==> config.mk <==
export PLATFORM = sky130hd
export DESIGN_NAME = audio_block_dma_sequencer
export DESIGN_NICKNAME = d
export VERILOG_FILES = /design/src/rtl/abdma_pkg.sv /design/src/rtl/abdma_regs.sv /design/src/rtl/abdma_out.sv /design/src/rtl/audio_block_dma_sequencer.sv
export SDC_FILE = /design/constraint.sdc
export NUM_CORES = 1
export LEC_CHECK = 0
export ABC_CLOCK_PERIOD_IN_PS = 2670
export BUFFER_PORTS_ARGS = -buffer_cell sky130_fd_sc_hd__buf_4
export CAP_MARGIN = 20
export CORE_MARGIN = 2
export CORE_UTILIZATION = 45
export DETAILED_ROUTE_END_ITERATION = 10
export PLACE_DENSITY = 0.67
export SLEW_MARGIN = 20
export SYNTH_ARGS = -nofsm -noshare
export SYNTH_HDL_FRONTEND = slang
export SYNTH_SLANG_ARGS = --single-unit
==> constraint.sdc <==
create_clock -name clock -period 2.67 [get_ports clock]
set_clock_uncertainty 0.1 [all_clocks]
set_input_delay 0.267 -clock clock [delete_from_list [all_inputs] [get_ports clock]]
set_output_delay 0.267 -clock clock [all_outputs]
set_load 0.01 [all_outputs]
==> src/rtl/abdma_pkg.sv <==
// abdma_pkg: shared types and constants for the audio block dma sequencer
// no dependencies; used by every module under rtl/
package abdma_pkg;

   // field widths
   localparam int ADDR_W      = 26;
   localparam int COUNT_W     = 15;
   localparam int HIGH_W      = 10;
   localparam int OFFSET_W    = 4;
   localparam int DATA_W      = 16;
   localparam int ALIGN_BITS  = 5;
   localparam int LOW_W       = DATA_W - ALIGN_BITS;

   // control word layout
   localparam int ENABLE_BIT  = 15;

   // block stride in bytes
   localparam logic [ADDR_W-1:0] BLOCK_BYTES = ADDR_W'(32);

   // command codes
   localparam logic CMD_WRITE = 1'b0;
   localparam logic CMD_TICK  = 1'b1;

   // register offsets
   localparam logic [OFFSET_W-1:0] OFF_START_HIGH = 4'd0;
   localparam logic [OFFSET_W-1:0] OFF_START_LOW  = 4'd2;
   localparam logic [OFFSET_W-1:0] OFF_CONTROL    = 4'd6;

   // input beat
   typedef struct packed {
      logic                cmd;
      logic [OFFSET_W-1:0] reg_offset;
      logic [DATA_W-1:0]   write_data;
   } req_type;

   // result beat
   typedef struct packed {
      logic [ADDR_W-1:0]  block_address;
      logic               zero_fill;
      logic               interrupt_raise;
      logic [COUNT_W-1:0] blocks_remaining;
   } rsp_type;

endpackage

==> src/rtl/abdma_regs.sv <==
// abdma_regs: register file, block counter and address sequencer
// depends on abdma_pkg
module abdma_regs (
   input  logic               clock,
   input  logic               reset,
   input  logic               go,
   input  abdma_pkg::req_type item,
   output abdma_pkg::rsp_type result
);

   logic [abdma_pkg::HIGH_W-1:0]  start_high_ff, start_high_in;
   logic [abdma_pkg::LOW_W-1:0]   start_low_ff,  start_low_in;
   logic [abdma_pkg::DATA_W-1:0]  control_ff,    control_in;
   logic [abdma_pkg::ADDR_W-1:0]  base_ff,       base_in;
   logic [abdma_pkg::ADDR_W-1:0]  cur_ff,        cur_in;
   logic [abdma_pkg::COUNT_W-1:0] count_ff,      count_in;

   logic                          enabled;
   logic                          is_tick;
   logic                          wrap;
   logic [abdma_pkg::ADDR_W-1:0]  latched_start;

   assign enabled       = control_ff[abdma_pkg::ENABLE_BIT];
   assign is_tick       = (item.cmd == abdma_pkg::CMD_TICK);
   assign latched_start = {start_high_ff, start_low_ff, {abdma_pkg::ALIGN_BITS{1'b0}}};
   // count of zero or one ends the run on this tick
   assign wrap          = (count_ff <= abdma_pkg::COUNT_W'(1));

   // next state
   always_comb begin
      start_high_in = start_high_ff;
      start_low_in  = start_low_ff;
      control_in    = control_ff;
      base_in       = base_ff;
      cur_in        = cur_ff;
      count_in      = count_ff;
      if (go && !is_tick) begin
         unique case (item.reg_offset)
            abdma_pkg::OFF_START_HIGH: begin
               start_high_in = item.write_data[abdma_pkg::HIGH_W-1:0];
            end
            abdma_pkg::OFF_START_LOW: begin
               start_low_in = item.write_data[abdma_pkg::DATA_W-1:abdma_pkg::ALIGN_BITS];
            end
            abdma_pkg::OFF_CONTROL: begin
               control_in = item.write_data;
               // rising edge of enable latches the start address and count
               if (!enabled && item.write_data[abdma_pkg::ENABLE_BIT]) begin
                  base_in  = latched_start;
                  cur_in   = latched_start;
                  count_in = item.write_data[abdma_pkg::COUNT_W-1:0];
               end
            end
            default: begin
            end
         endcase
      end else if (go && is_tick && enabled) begin
         if (wrap) begin
            cur_in   = base_ff;
            count_in = control_ff[abdma_pkg::COUNT_W-1:0];
         end else begin
            cur_in   = cur_ff + abdma_pkg::BLOCK_BYTES;
            count_in = count_ff - abdma_pkg::COUNT_W'(1);
         end
      end
   end

   // result of a tick
   always_comb begin
      if (enabled) begin
         result.block_address    = cur_ff;
         result.zero_fill        = 1'b0;
         result.interrupt_raise  = wrap;
         result.blocks_remaining = wrap ? control_ff[abdma_pkg::COUNT_W-1:0]
                                        : count_ff - abdma_pkg::COUNT_W'(1);
      end else begin
         result.block_address    = '0;
         result.zero_fill        = 1'b1;
         result.interrupt_raise  = 1'b0;
         result.blocks_remaining = count_ff;
      end
   end

   // state registers
   always_ff @(posedge clock) begin
      if (reset) begin
         start_high_ff <= '0;
         start_low_ff  <= '0;
         control_ff    <= '0;
         base_ff       <= '0;
         cur_ff        <= '0;
         count_ff      <= '0;
      end else begin
         start_high_ff <= start_high_in;
         start_low_ff  <= start_low_in;
         control_ff    <= control_in;
         base_ff       <= base_in;
         cur_ff        <= cur_in;
         count_ff      <= count_in;
      end
   end

   // disabled tick leaves the counter alone
   assert property (@(posedge clock) disable iff (reset)
      go && is_tick && !enabled |=> $stable(count_ff) && $stable(cur_ff))
      else $error("disabled tick changed the sequencer state");

   // a wrap reloads the address from the base
   assert property (@(posedge clock) disable iff (reset)
      go && is_tick && enabled && wrap |=> cur_ff == base_ff)
      else $error("wrap did not reload the base address");

   // an ordinary tick steps the count down by one
   assert property (@(posedge clock) disable iff (reset)
      go && is_tick && enabled && !wrap |=>
         count_ff == $past(count_ff) - abdma_pkg::COUNT_W'(1))
      else $error("tick did not decrement the block count");

endmodule

==> src/rtl/abdma_out.sv <==
// abdma_out: result register holding one beat for the rsp channel
// depends on abdma_pkg
module abdma_out (
   input  logic               clock,
   input  logic               reset,
   input  logic               load,
   input  abdma_pkg::rsp_type load_data,
   output logic               free,
   output logic               rsp_valid,
   input  logic               rsp_stall,
   output abdma_pkg::rsp_type rsp_data
);

   logic               valid_ff, valid_in;
   abdma_pkg::rsp_type data_ff, data_in;

   // slot is free when empty or being drained this cycle
   assign free = !valid_ff || !rsp_stall;

   always_comb begin
      valid_in = valid_ff;
      data_in  = data_ff;
      if (load) begin
         valid_in = 1'b1;
         data_in  = load_data;
      end else if (!rsp_stall) begin
         valid_in = 1'b0;
      end
   end

   always_ff @(posedge clock) begin
      if (reset) begin
         valid_ff <= 1'b0;
      end else begin
         valid_ff <= valid_in;
      end
      data_ff <= data_in;
   end

   assign rsp_valid = valid_ff;
   assign rsp_data  = data_ff;

endmodule

==> src/rtl/audio_block_dma_sequencer.sv <==
// audio_block_dma_sequencer: top level; input register, sequencer, result register
// depends on abdma_pkg, abdma_regs, abdma_out
// path: a tick beat goes through the input register, then the result register, to rsp
// throughput: one beat per cycle; writes never wait, ticks wait on a full, stalled result reg
// reset: synchronous, clears the sequencer state to zero and empties both stages
module audio_block_dma_sequencer (
   input  logic               clock,
   input  logic               reset,
   input  logic               req_valid,
   output logic               req_stall,
   input  abdma_pkg::req_type req_data,
   output logic               rsp_valid,
   input  logic               rsp_stall,
   output abdma_pkg::rsp_type rsp_data
);

   logic               s1_valid_ff, s1_valid_in;
   abdma_pkg::req_type s1_data_ff,  s1_data_in;
   logic               s1_go;
   logic               s1_tick;
   logic               out_free;
   abdma_pkg::rsp_type result;

   // a write always retires; a tick needs room in the result register
   assign s1_tick   = (s1_data_ff.cmd == abdma_pkg::CMD_TICK);
   assign s1_go     = s1_valid_ff && (!s1_tick || out_free);
   assign req_stall = s1_valid_ff && !s1_go;

   // input register
   always_comb begin
      s1_valid_in = s1_valid_ff;
      s1_data_in  = s1_data_ff;
      if (!req_stall) begin
         s1_valid_in = req_valid;
         s1_data_in  = req_data;
      end
   end

   always_ff @(posedge clock) begin
      if (reset) begin
         s1_valid_ff <= 1'b0;
      end else begin
         s1_valid_ff <= s1_valid_in;
      end
      s1_data_ff <= s1_data_in;
   end

   // sequencer state and tick result
   abdma_regs u_regs (
      .clock  (clock),
      .reset  (reset),
      .go     (s1_go),
      .item   (s1_data_ff),
      .result (result)
   );

   // result register
   abdma_out u_out (
      .clock     (clock),
      .reset     (reset),
      .load      (s1_go && s1_tick),
      .load_data (result),
      .free      (out_free),
      .rsp_valid (rsp_valid),
      .rsp_stall (rsp_stall),
      .rsp_data  (rsp_data)
   );

endmodule
After elaboration in Yosys (flattened, before gate mapping)
Cells that the tools add are included.
- register bits after elaboration: 165
- bits of input ports: 25
- $add $sub $neg: 2
- $lt $le $gt $ge: 1
- equality and inequality tests: 5
- muxes and demuxes: 13
- reductions and logical operators: 20
- operators with widths (cell ; count):
    $mux W26 ; 5
    $mux W15 ; 5
    $add A26 B6 Y26 const B ; 1
    $mux W17 ; 1
    $le A15 B1 Y1 const B ; 1
    $sub A15 B1 Y15 const B ; 1
    $logic_and A1 B1 Y1 ; 6
    $reduce_and A2 Y1 ; 3
    $reduce_and A3 Y1 ; 2
    $logic_not A1 Y1 ; 5
    $eq A4 B2 Y1 const B ; 1
    $eq A4 B3 Y1 const B ; 1
    $logic_not A4 Y1 ; 1
    $ne A2 B2 Y1 const B ; 2
    $logic_or A1 B1 Y1 ; 2
    $mux W1 ; 2
    $ne A2 B1 Y1 const B ; 1
    $reduce_bool A2 Y1 ; 1

Depth between registers and ports, before layout
Gate-level depths: netlist (run 1).
- depth in word-level cells: 8
- gate-level depth with buffers: 9
- mapped depth without buffers: 7

Cells and area by module
From an unflattened synthesis (run 1), not the netlist that was laid out.
- cells, all modules: 730
- area, all modules: 7186.9 um^2
- by module, submodules not included (module ; instances ; cells each ; area an instance (um^2)):
    abdma_regs ; 1 ; 654 ; 5157.4
    abdma_out ; 1 ; 47 ; 1323.8
    audio_block_dma_sequencer ; 1 ; 29 ; 705.7

Worst setup path before layout (run 1)
OpenSTA, ideal clock, no wires.
- path kind: register -> register
- from: register s1_data_ff (netlist bit s1_tick)
- to: register u_out.data_ff (netlist bit u_out.rsp_data[0]) (enable)
- data arrival time: 2.363 ns
- required time: 2.124 ns
- path slack: -0.239 ns
- stages on the path, launching flop included: 3
- path buffers: 0
- clock period less this slack: 2.909 ns
- cells stage by stage: edfxtp_1 nand2_1 a21oi_1
- word-level cells in the longest chain between the ends: 4
- RTL lines (what ; line ; source):
    start: declaration ; audio_block_dma_sequencer.sv:18 ; abdma_pkg::req_type s1_data_ff, s1_data_in;
    start signal: assignment ; audio_block_dma_sequencer.sv:45 ; s1_data_ff <= s1_data_in;
    $logic_not A1 Y1 ; audio_block_dma_sequencer.sv:26 ; assign s1_go = s1_valid_ff && (!s1_tick || out_free);
    $logic_or A1 B1 Y1 ; audio_block_dma_sequencer.sv:26 ;
    $logic_and A1 B1 Y1 ; audio_block_dma_sequencer.sv:26 ;
    $logic_and A1 B1 Y1 * ; audio_block_dma_sequencer.sv:61 ; .load (s1_go && s1_tick),
    named net u_out.load ; abdma_out.sv:6 ; input logic load,
    end signal: assignment ; abdma_out.sv:37 ; data_ff <= data_in;
    end: declaration ; abdma_out.sv:15 ; abdma_pkg::rsp_type data_ff, data_in;
The timed path passes the listed nets; every way through them passes the cells marked *.
A chain may end at the register's enable or synchronous reset.

Worst setup path after layout (run 1)
- from: register s1_data_ff (netlist bit s1_tick)
- to: register u_regs.cur_ff[6] (netlist name)
- word-level cells in the longest chain between the ends: 7
- elaborated cells between the ends (all ways): 11
- those cells by class: eq/ne (2); mux (1); reduce/logical (8)
- RTL lines (what ; line ; source):
    $logic_not A1 Y1 ; abdma_regs.sv:37, audio_block_dma_sequencer.sv:26 ;
    $logic_or A1 B1 Y1 ; audio_block_dma_sequencer.sv:26 ;
    $logic_and A1 B1 Y1 ; audio_block_dma_sequencer.sv:26 ;
    $logic_and A1 B1 Y1 (2 in series) ; abdma_regs.sv:57 ; end else if (go && is_tick && enabled) begin
    $reduce_bool A2 Y1 (no source line) ; - ;
    $reduce_and A3 Y1 (no source line) ; - ;
    end signal: assignment ; abdma_regs.sv:98 ; cur_ff <= cur_in;
    end: declaration ; abdma_regs.sv:15 ; logic [abdma_pkg::ADDR_W-1:0] cur_ff, cur_in;
Parallel ways exist; a longest one is shown, timed or not.

==> results of run 1 <==
[metrics by stage]
step	hold WS, ns	instances	instance area (µm²)
after floorplan	0.2659	716	6980
after global placement	0.3394	932	7607
after detailed placement	0.3464	932	7607
after CTS	0.06859	986	8426
after global routing	0.1018	986	8441
final	0.08700	986	8441
[power by group]
| part | switching, mW | internal (mW) |
|---|---|---|
| Sequential | 0.0358 | 2.49 |
| Combinational | 0.143 | 0.109 |
| Clock | 0.987 | 1.47 |
[repair_timing]
| item | CTS | global route |
|---|---|---|
| setup endpoints to repair | 0 | 1 |
| hold endpoints to repair | 22 | 0 |
| hold buffers | 22 | 0 |
| buffers inserted | 0 | 0 |
| gates resized for setup | 0 | 3 |
[tightest hold or removal path, stage by stage]
cell and delay, ns:
buf_4 0.13, nand2_1 0.10, a21oi_1 0.07
[cell families (layout without fill, tap and decap cells)]
kind of cell,Yosys count,count (layout),synth area share
adders and majority gates,3,3,0.005392
buffers and inverters,76,158,0.04835
AOI/OAI and AO/OA,192,192,0.1767
and+or+nand+nor,228,228,0.1601
DFF,155,155,0.5306
other,1,5,0.0005387
muxes,36,36,0.05194
xor gates and xnor gates,21,21,0.02642
[worst max-delay path by stage]
stage | to | slack, ns | cells past startpoint
3_3_place_gp | u_regs.cur_ff[6]$_SDFFE_PP0P_ | 0.11 | 5
5_1_grt | u_regs.cur_ff[6]$_SDFFE_PP0P_ | 0.1 | 5
3_5_place_dp | u_regs.cur_ff[6]$_SDFFE_PP0P_ | 0.07 | 5
6_report | u_regs.cur_ff[6]$_SDFFE_PP0P_ | 0.22 | 5
2_1_floorplan | u_out.rsp_data[11]$_DFFE_PN_ | 0.36 | 8
4_1_cts | u_regs.cur_ff[6]$_SDFFE_PP0P_ | 0.04 | 5
[cell type report]
cell class | instances | area share
inverters | 16 | 0.007115
clock buffers | 17 | 0.05040
flip-flops and latches | 155 | 0.4376
clock inverters | 15 | 0.02046
multi-input cells | 485 | 0.3522
repair buffers | 110 | 0.1044
well taps | 188 | 0.02787
[sequential cells by signal, summed over array words and instances (netlist names)]
| signal | cells |
|---|---|
| u_out.rsp_data | 38 |
| u_regs.start_low_ff | 11 |
| u_out.rsp_valid | 1 |
| s1_valid_ff | 1 |
| s1_tick | 1 |
| u_regs.cur_ff | 21 |
| u_regs.count_ff | 15 |
| u_regs.start_high_ff | 10 |
| u_regs.control_ff | 16 |
| s1_data_ff | 20 |
| u_regs.base_ff | 21 |
[routing by layer]
layer	track usage	routed length, µm
met1	0.3385	8265
met2	0.3395	8159
met3	0.06237	1632
met4	0.07498	376
met5	0	0
[Yosys cell counts, drive strengths merged (11+ instances only)]
cell type,n,area [µm²]
nand3,27,135.1
nand2,71,274.0
nor2,59,226.5
inv,16,60.06
xnor2,19,166.4
edfxtp,59,1772
a21oi,59,295.3
o21ai,34,170.2
clkbuf,43,161.4
a211oi,14,105.1
dfxtp,96,1922
mux2i,35,350.3
o22ai,13,81.33
buf,17,115.1
and2,20,125.1
nor3,11,55.05
o211ai,21,157.7
==> reports/qor.yml, run 1 <==
grt_antenna_before_repair: 0
post_drt_wl_per_cell_um: 18.69
setup_violations: 0
grt_setup_unrepaired: "no"
clkTransAtPathRegs_ns: 0.06
gp_congestion: 0.8813
chipHeight_um: 128.4
fp.coreArea_um2: 15150
hold_viol: 0
power.total_mw: 5.228
totalNegativeSetupSlack_ns: 0
synth_area_um2: 6962
syn_avg_cell_area_um2: 9.778
final_layout_size_suffix_gt1_frac: 0.1591
cpMaxStageDelayCell: "or4b_4"
rr_worst_depth: 5
numClockSinks: 155
whs_endpoint: "u_out.rsp_valid$_SDFFE_PP0P_"
holdCritPathClass: "input pin to flip-flop"
regToRegStartpoint: "s1_tick$_DFFE_PN_"
cp.buffers_inverters: 0
path_class: "flip-flop to flip-flop"
finalCritPeriodShare: 0.9187
drv.max_cap_violation_count: 0
port_buffers: 64
worstSetupEndpointType: "flip-flop"
antenna_cells: 0
finalMaxSlewViolations: 0
via_count: 5781
min_from: "rsp_stall"
place_ws_ns: 0.06581
first_pass_grt_wire_length_mm: 29.67
cp-start-kind: "flip-flop"
layout_common_cells: "96 x dfxtp_1, 88 x buf_4, 70 x nand2_1, 59 x edfxtp_1, 58 x a21oi_1"
drt-pass1-iter-count: 5
worst_r2r_endpoint: "u_regs.cur_ff[6]$_SDFFE_PP0P_"
clkLatencyLatePin_ns: 0.43
first_global_vias: 5369
drt.antenna.violating_nets: 0
clock.fmax_mhz: 407.7
hold_depth: 3
cts-htree-levels: 4
synth-async-reset-ratio: 0
status: "completed"
layout_commonest_cell: "dfxtp_1"
pwr_density_cell_nw_per_um2: 619.4
area_delta_synth_final_pct: 21.24
slew-limit-headroom: 0.5111
drt_drc_violations_left: 0
crit_path_start: "s1_tick$_DFFE_PN_"
row_count: 45
timing.reg2reg.setup_slack_ns: 0.22
synth_enable_flop_cells: 59
cp_slowest_stage_delay_ns: 0.60
period_needed_ns: 2.453
num_io_pins: 70
die_w_um: 128.4
yosys_warnings: 0
half_perimeter_wire_length_after_detailed_placement_mm: 12.14
grt_start_max_net_pins: 66
p_leak_nw: 3.061
total_wire_length_mm: 18.43
multi_input_comb_area_um2: 2973
fp.dieArea_um2: 16480
start_util: 0.4596
synthesis.instances: 712
timing.critical_path.arrival_ns: 2.68
synth_cell_types: 56
sequential_cell_area_um2: 3694
sum_of_overflow_across_all_layers_after_global_routing: 0
timing.critical_path.cells: "or4b_4 -> or4_4 -> nand2_8 -> o21ai_0 -> a221oi_1"
filler_cell_count: 1302
worst-endpoint-required_ns: 2.90
post-route-util: 0.5573
via_density_per_instance: 5.863
cell_family_with_most_cp_delay: "simple AND/OR/NAND/NOR gates"
register_area_share_after_synthesis: 0.5306
path_max_fanout: 26
vdd_ir_drop_max_mv: 0.4068
timing_worst_slew_pin_value_ns: 0.7334
synth-seq-cells: 155
first_iter_violations: 572
number_of_buffers_created_by_cts: 17
cts_tree: "built"
longest_clk_path_bufs: 2
setup_ws_post_layout_ns: 0.2169
grt_use_total: 0.2332
clockRootBuffer: "clkbuf_16"
synth_flop_cell: "dfxtp_1"
final_net_count: 813
Note: power is estimated with default switching activity, not from simulation.
==> run 2: changes to the inputs <==
CAP_MARGIN = unset   (was 20)
CTS_BUF_LIST = sky130_fd_sc_hd__clkbuf_8   (was unset)
==> run 2 against run 1 <==
Against the previous run:
- combinational power is essentially flat
- sequential share of layout area up 1.0 points
- via count down 0.93%
- first-iteration DRC count increased by 5.9%
- routed wire length decreased by 0.75%
- register-to-register slack hardly changed
- critical path depth unchanged
- clock-buffer cell count stayed put
- non-clock buffer count is the same
- worst hold slack worse by 0.036 ns
- global-route usage decreased by 0.20 points
- worst setup slack improved by 0.0025 ns
- critical path type unchanged
==> reports/qor.yml, run 2 (synthesized netlist as in run 1, its figures left out) <==
longest_clk_path_bufs: 2  # unchanged
number_of_buffers_created_by_cts: 17  # unchanged
post_drt_wl_per_cell_um: 18.55  # -0.75%
port_buffers: 64  # unchanged
drt-pass1-iter-count: 5  # unchanged
half_perimeter_wire_length_after_detailed_placement_mm: 12.14  # unchanged
grt_use_total: 0.2311  # -0.002047
worst_r2r_endpoint: "u_regs.cur_ff[6]$_SDFFE_PP0P_"
total_wire_length_mm: 18.29  # -0.75%
layout_commonest_cell: "dfxtp_1"
area_delta_synth_final_pct: 18.49
regToRegStartpoint: "s1_tick$_DFFE_PN_"
clkPwrFrac: 0.398  # -0.071
start_util: 0.4596  # unchanged
finalCritPeriodShare: 0.9178  # -0.0009236
numPlacedInstances: 932  # unchanged
multi_input_comb_area_um2: 2973  # unchanged
pwr_density_cell_nw_per_um2: 557.8  # -9.9%
power.total_mw: 4.601  # -12%
netSwitchingPower_mw: 1.088  # -6.7%
sequential_group_share_of_total_power: 0.547  # +0.065
p_int_mw: 3.514  # -14%
first_iter_violations: 606  # +5.9%
clock.fmax_mhz: 408.1  # +0.10%
crit_path_start: "s1_tick$_DFFE_PN_"
final_net_count: 813  # unchanged
cts-htree-levels: 4  # unchanged
path_class: "flip-flop to flip-flop"
vdd_ir_drop_max_mv: 0.2539  # -38%
via_density_per_instance: 5.808  # -0.93%
period_needed_ns: 2.451  # -0.002466 ns
p_leak_nw: 2.974  # -2.9%
finalMaxSlewViolations: 0  # unchanged
sum_of_overflow_across_all_layers_after_global_routing: 0  # unchanged
chipHeight_um: 128.4  # unchanged
timing.critical_path.arrival_ns: 2.72  # +0.04 ns
holdCritPathClass: "input pin to flip-flop"
clkTransAtPathRegs_ns: 0.08  # +0.02 ns
status: "completed"
timing_worst_slew_pin_value_ns: 0.7306  # -0.002791 ns
drt.antenna.violating_nets: 0  # unchanged
row_count: 45  # unchanged
path_max_fanout: 26  # unchanged
crit_end: "u_regs.cur_ff[6]$_SDFFE_PP0P_"
num_io_pins: 70  # unchanged
layout_common_cells: "96 x dfxtp_1, 88 x buf_4, 70 x nand2_1, 59 x edfxtp_1, 58 x a21oi_1"
final_cells: 986  # unchanged
worst-endpoint-required_ns: 2.94  # +0.04 ns
cp_slowest_stage_delay_ns: 0.60  # about the same
hold_viol: 0  # unchanged
worstSetupEndpointType: "flip-flop"
gp_congestion: 0.8813  # unchanged
via_count: 5727  # -0.93%
drt_drc_violations_left: 0  # unchanged
first_global_vias: 5313  # -1.0%
power_switching_share: 0.2363  # +0.01347
totalNegativeSetupSlack_ns: 0  # unchanged
fp.dieArea_um2: 16480  # unchanged
setup_violations: 0  # unchanged
cts_tree: "built"
p_comb_frac: 0.055  # +0.007
cts_post_setup_buffers_inserted: 0  # unchanged
sequential_cell_area_um2: 3694  # unchanged
timing.reg2reg.setup_slack_ns: 0.22  # about the same
clockRootBuffer: "clkbuf_8"
timing.critical_path.cells: "or4b_4 -> or4_4 -> nand2_8 -> o21ai_0 -> a221oi_1"
largest_register_ff_count: 38  # unchanged
grt_setup_unrepaired: "no"
filler_cell_count: 1324  # +1.7%
grt_start_max_net_pins: 66  # unchanged
grt_antenna_before_repair: 0  # unchanged
fp.coreArea_um2: 15150  # unchanged
final_layout_size_suffix_gt1_frac: 0.1591  # unchanged
cpMaxStageDelayCell: "or4b_4"
rr_worst_depth: 5  # unchanged
clkLatencyLatePin_ns: 0.47  # +0.04 ns
die_w_um: 128.4  # unchanged
antenna_cells: 0  # unchanged
slew-limit-headroom: 0.5129  # +0.001861
cp-start-kind: "flip-flop"
numClockSinks: 155  # unchanged
drv.max_cap_violation_count: 0  # unchanged
first_pass_grt_wire_length_mm: 29.46  # -0.70%
## run 2: timing repair
action	CTS	global route
endpoints found under the setup margin	0	1
hold endpoints to repair	22	0
gates resized for setup	0	3
hold buffers	22	0
## run 2: worst min-delay path by stage
stage                                        start                        endpoint  slack, ns  cells after the start
finish                                   rsp_stall    u_out.rsp_valid$_SDFFE_PP0P_       0.05                      3
global route                             rsp_stall    u_out.rsp_valid$_SDFFE_PP0P_       0.06                      3
CTS                                      rsp_stall    u_out.rsp_valid$_SDFFE_PP0P_       0.03                      3
detailed placement  u_regs.base_ff[9]$_SDFFE_PP0P_  u_regs.base_ff[9]$_SDFFE_PP0P_       0.35                      2
global placement    u_regs.base_ff[7]$_SDFFE_PP0P_  u_regs.base_ff[7]$_SDFFE_PP0P_       0.34                      2
floorplan                              req_data[0]         s1_data_ff[0]$_DFFE_PN_       0.27                      0
## run 2: per-layer routing
layer,vias up,GRT usage,part of all wire
met2,260,0.3323,0.44
met3,33,0.05863,0.084
li1,2742,-,-
met1,2692,0.3412,0.46
met5,-,0,0
met4,0,0.07434,0.019
## run 2: power groups by stage
| stage | clock network (mW) | logic (mW) | registers [mW] |
|---|---|---|---|
| 2_1_floorplan | 0 | 0.134 | 2.56 |
| 3_3_place_gp | 0 | 0.219 | 2.57 |
| 3_5_place_dp | 0 | 0.223 | 2.57 |
| 4_1_cts | 1.85 | 0.248 | 2.52 |
| 5_1_grt | 1.96 | 0.274 | 2.52 |
| 6_report | 1.83 | 0.252 | 2.52 |
## run 2: worst max-delay path, delay by kind of cell, from the launching register on
family           cells  cell delay [ns]
flip-flops           1             0.40
AND/OR/NAND/NOR      3             1.42
AO/OA/AOI/OAI        2             0.43
## run 2: stage by stage
| step | setup WS [ns] | area [µm²] | hold WS, ns | util |
|---|---|---|---|---|
| 2_1_floorplan | 0.3551 | 6980 | 0.2659 | - |
| 3_3_place_gp | 0.1140 | 7607 | 0.3394 | 0.5023 |
| 3_5_place_dp | 0.06581 | 7607 | 0.3464 | 0.5023 |
| 4_1_cts | 0.03659 | 8234 | 0.02853 | 0.5437 |
| 5_1_grt | 0.09298 | 8249 | 0.05639 | 0.5447 |
| 6_report | 0.2194 | 8249 | 0.05090 | 0.5447 |
## run 2: area by class of cell
cell class / instances / area share
clock buffer: 17 / 0.02836
clock inverter: 15 / 0.02093
inverter: 16 / 0.007280
multi-input combinational: 485 / 0.3604
sequential: 155 / 0.4477
tap: 188 / 0.02852
timing repair buffer: 110 / 0.1068
==> run 3: changes to the inputs <==
ABC_AREA = 1   (was unset)
BUFFER_PORTS_ARGS = -buffer_cell sky130_fd_sc_hd__buf_2   (was -buffer_cell sky130_fd_sc_hd__buf_4)
==> run 3 against run 2 <==
Against the previous run:
- cell count up 23%
- combinational power up 3%
- worst setup slack better by 0.33 ns
- core utilization down 1.7 points
- non-clock buffer count down 9
- die area up 3.6%
- synthesized cell count up 29%
- flip-flop and latch count unchanged
- clock-buffer cell count unchanged
- critical path depth up 6
- sequential power about the same
==> reports/qor.yml, run 3 <==
gp_congestion: 0.9128  # +3.6%
pwr_density_cell_nw_per_um2: 556.0  # -0.33%
holdCritPathClass: "input pin to flip-flop"
longest_clk_path_bufs: 2  # unchanged
first_pass_grt_wire_length_mm: 28.07  # -4.7%
cpMaxStageDelayCell: "dfxtp_1"
number_of_buffers_created_by_cts: 17  # unchanged
grt_use_total: 0.2160  # -0.01509
min_from: "reset"
timing_worst_slew_pin_value_ns: 0.7486  # +0.01806 ns
p_leak_nw: 3.508  # +18%
hold_depth: 2  # -1
whs_endpoint: "s1_valid_ff$_SDFFE_PP0N_"
post_cts_resize_count: 0  # unchanged
finalCritPeriodShare: 0.7935  # -0.1244
setup_violations: 0  # unchanged
synth-seq-cells: 155  # unchanged
finalMaxSlewViolations: 0  # unchanged
grt_start_max_net_pins: 79  # +20%
drt_drc_violations_left: 0  # unchanged
hold_viol: 0  # unchanged
worst-endpoint-required_ns: 2.79  # -0.15 ns
power.total_mw: 4.628  # +0.58%
half_perimeter_wire_length_after_detailed_placement_mm: 11.47  # -5.5%
rr_worst_depth: 11  # +6
final_cells: 1216  # +23%
first_iter_violations: 546  # -9.9%
cts_tree: "built"
timing.critical_path.arrival_ns: 2.24  # -0.48 ns
layout_commonest_cell: "nand2_1"
numPlacedInstances: 1161  # +25%
synth_enable_flop_cells: 59  # unchanged
chipHeight_um: 130.7  # +1.8%
vdd_ir_drop_max_mv: 0.3436  # +35%
synth_flop_cell: "dfxtp_1"
total_wire_length_mm: 17.74  # -3.0%
yosys_warnings: 0  # unchanged
worst_r2r_endpoint: "u_out.rsp_data[6]$_DFFE_PN_"
crit_path_start: "u_regs.count_ff[1]$_SDFFE_PP0P_"
numClockSinks: 155  # unchanged
final_layout_size_suffix_gt1_frac: 0.1270  # -0.03215
worstSetupEndpointType: "flip-flop"
post_drt_wl_per_cell_um: 14.59  # -21%
register_area_share_after_synthesis: 0.5115  # -0.01903
grt_antenna_before_repair: 0  # unchanged
post_synth_most_frequent_cells: "193 x nand2_1, 107 x nor2_1, 104 x a21oi_1, 102 x o21ai_0, 98 x inv_1"
port_buffers: 64  # unchanged
critical-path-top-cell-by-count: "nand2_1"
via_density_per_instance: 5.082  # -13%
drt.antenna.violating_nets: 0  # unchanged
grt_setup_unrepaired: "no"
die_w_um: 130.7  # +1.8%
cts-htree-levels: 4  # unchanged
row_count: 46  # +2.2%
final_cell_area_um2: 8324  # +0.91%
drv.max_cap_violation_count: 0  # unchanged
slew-limit-headroom: 0.5004  # -0.01259
layout_common_cells: "193 x nand2_1, 107 x nor2_1, 104 x a21oi_1, 102 x o21ai_0, 98 x inv_1"
synth_cell_types: 37  # -34%
largest_register_ff_count: 38  # unchanged
dpl-instance-area_um2: 7682  # +0.99%
period_needed_ns: 2.119  # -0.3320 ns
sum_of_overflow_across_all_layers_after_global_routing: 0  # unchanged
regToRegStartpoint: "u_regs.count_ff[1]$_SDFFE_PP0P_"
yosysTopAreaCellShare: 0.2662  # -0.009902
synth_largest_area_cell: "dfxtp_1"
num_io_pins: 70  # unchanged
syn_avg_cell_area_um2: 7.883  # -19%
netlist_top_cells_area: "dfxtp_1 27%, edfxtp_1 25%, nand2_1 10%"
totalNegativeSetupSlack_ns: 0  # unchanged
via_count: 6180  # +7.9%
fp.dieArea_um2: 17070  # +3.6%
clkTransAtPathRegs_ns: 0.10  # +0.02 ns
synth-async-reset-ratio: 0  # unchanged
clockRootBuffer: "clkbuf_8"
synthesis.instances: 916  # +29%
synth_area_um2: 7221  # +3.7%
timing.critical_path.cells: "inv_1 -> ha_1 -> nand2_1 -> nor2_1 -> nand3_2 -> nand2_8 -> inv_6 -> nand2_1 -> o21ai_0 -> nand2_1 -> o21ai_0"
path_max_fanout: 42  # +62%
clock.fmax_mhz: 472.0  # +16%
final_net_count: 1015  # +25%
timing.reg2reg.setup_slack_ns: 0.55  # +0.33 ns
path_class: "flip-flop to flip-flop"
synth_most_common_cell: "nand2_1"
cp_slowest_stage_delay_ns: 0.33  # -0.27 ns
start_util: 0.4579  # -0.001774
drt-pass1-iter-count: 5  # unchanged
cp-start-kind: "flip-flop"
antenna_cells: 0  # unchanged
fp.coreArea_um2: 15770  # +4.1%
clkLatencyLatePin_ns: 0.47  # about the same
status: "completed"
area_delta_synth_final_pct: 15.28
first_global_vias: 5548  # +4.4%
## run 3: changes by cell type after synthesis, moves of 10 or more
cell / delta
a211oi_1: -14
a21oi_1: +45
a311oi_1: -10
and2_1: -19
clkbuf_1: -13
inv_1: +82
mux2i_1: -35
nand2_1: +123
nor2_1: +50
o21ai_0: +68
o22ai_1: -13
xnor2_1: -13
## run 3: where the power goes
part / switching, mW / internal (mW)
Clock: 0.979 / 0.866
Sequential: 0.0372 / 2.49
Combinational: 0.162 / 0.0978
## run 3: kinds of logic after synthesis
family,share of synthesized area
AND/OR/NAND/NOR,0.2067
flip-flops,0.5115
other,0.0005193
AO/OA/AOI/OAI,0.1637
XOR/XNOR,0.02062
adder cells (fa/ha/maj),0.005199
buffers and inverters,0.09166
## run 3: area by class of cell
class                   count  area, µm²
clock inverters            15      177.7
repair buffers            101      668.1
well taps                 216      270.3
clock buffers              17      234.0
multi-input cells         609       2889
flip-flops and latches    155       3694
fillers                  1519       7446
inverters                 103      391.6
## run 3: repair_timing
item | 4_1_cts | 5_1_grt
hold endpoints to repair | 23 | 0
hold buffers | 23 | 0
buffers inserted | 0 | 0
## run 3: worst max-delay path by stage
stage,to,depth (start not counted),slack (ns)
2_1_floorplan,u_out.rsp_data[0]$_DFFE_PN_,4,0.93
3_3_place_gp,u_out.rsp_data[5]$_DFFE_PN_,11,0.60
3_5_place_dp,u_out.rsp_data[6]$_DFFE_PN_,11,0.57
4_1_cts,u_out.rsp_data[6]$_DFFE_PN_,11,0.56
5_1_grt,u_out.rsp_data[6]$_DFFE_PN_,11,0.33
6_report,u_out.rsp_data[6]$_DFFE_PN_,11,0.55
## run 3: metal layers
| metal | GRT usage | share of wire |
|---|---|---|
| met1 | 0.2997 | 0.48 |
| met2 | 0.3379 | 0.46 |
| met3 | 0.04153 | 0.052 |
| met4 | 0.07947 | 0.016 |
| met5 | 0 | 0 |
## run 3: worst max-delay path, delay by kind of cell, from the launching register on
family | cells | cell delay [ns]
and+or+nand+nor | 6 | 0.78
adders and majority gates | 1 | 0.16
buffers and inverters | 2 | 0.30
DFF | 1 | 0.33
AOI/OAI and AO/OA | 2 | 0.18
## run 3: stage by stage
stage	util	setup WS [ns]	hold WS [ns]
detailed placement	0.4871	0.5746	0.3364
global placement	0.4871	0.6042	0.3331
floorplan	-	0.9337	0.2659
finish	0.5278	0.5515	0.1087
global route	0.5278	0.3290	0.1464
CTS	0.5278	0.5585	0.1108
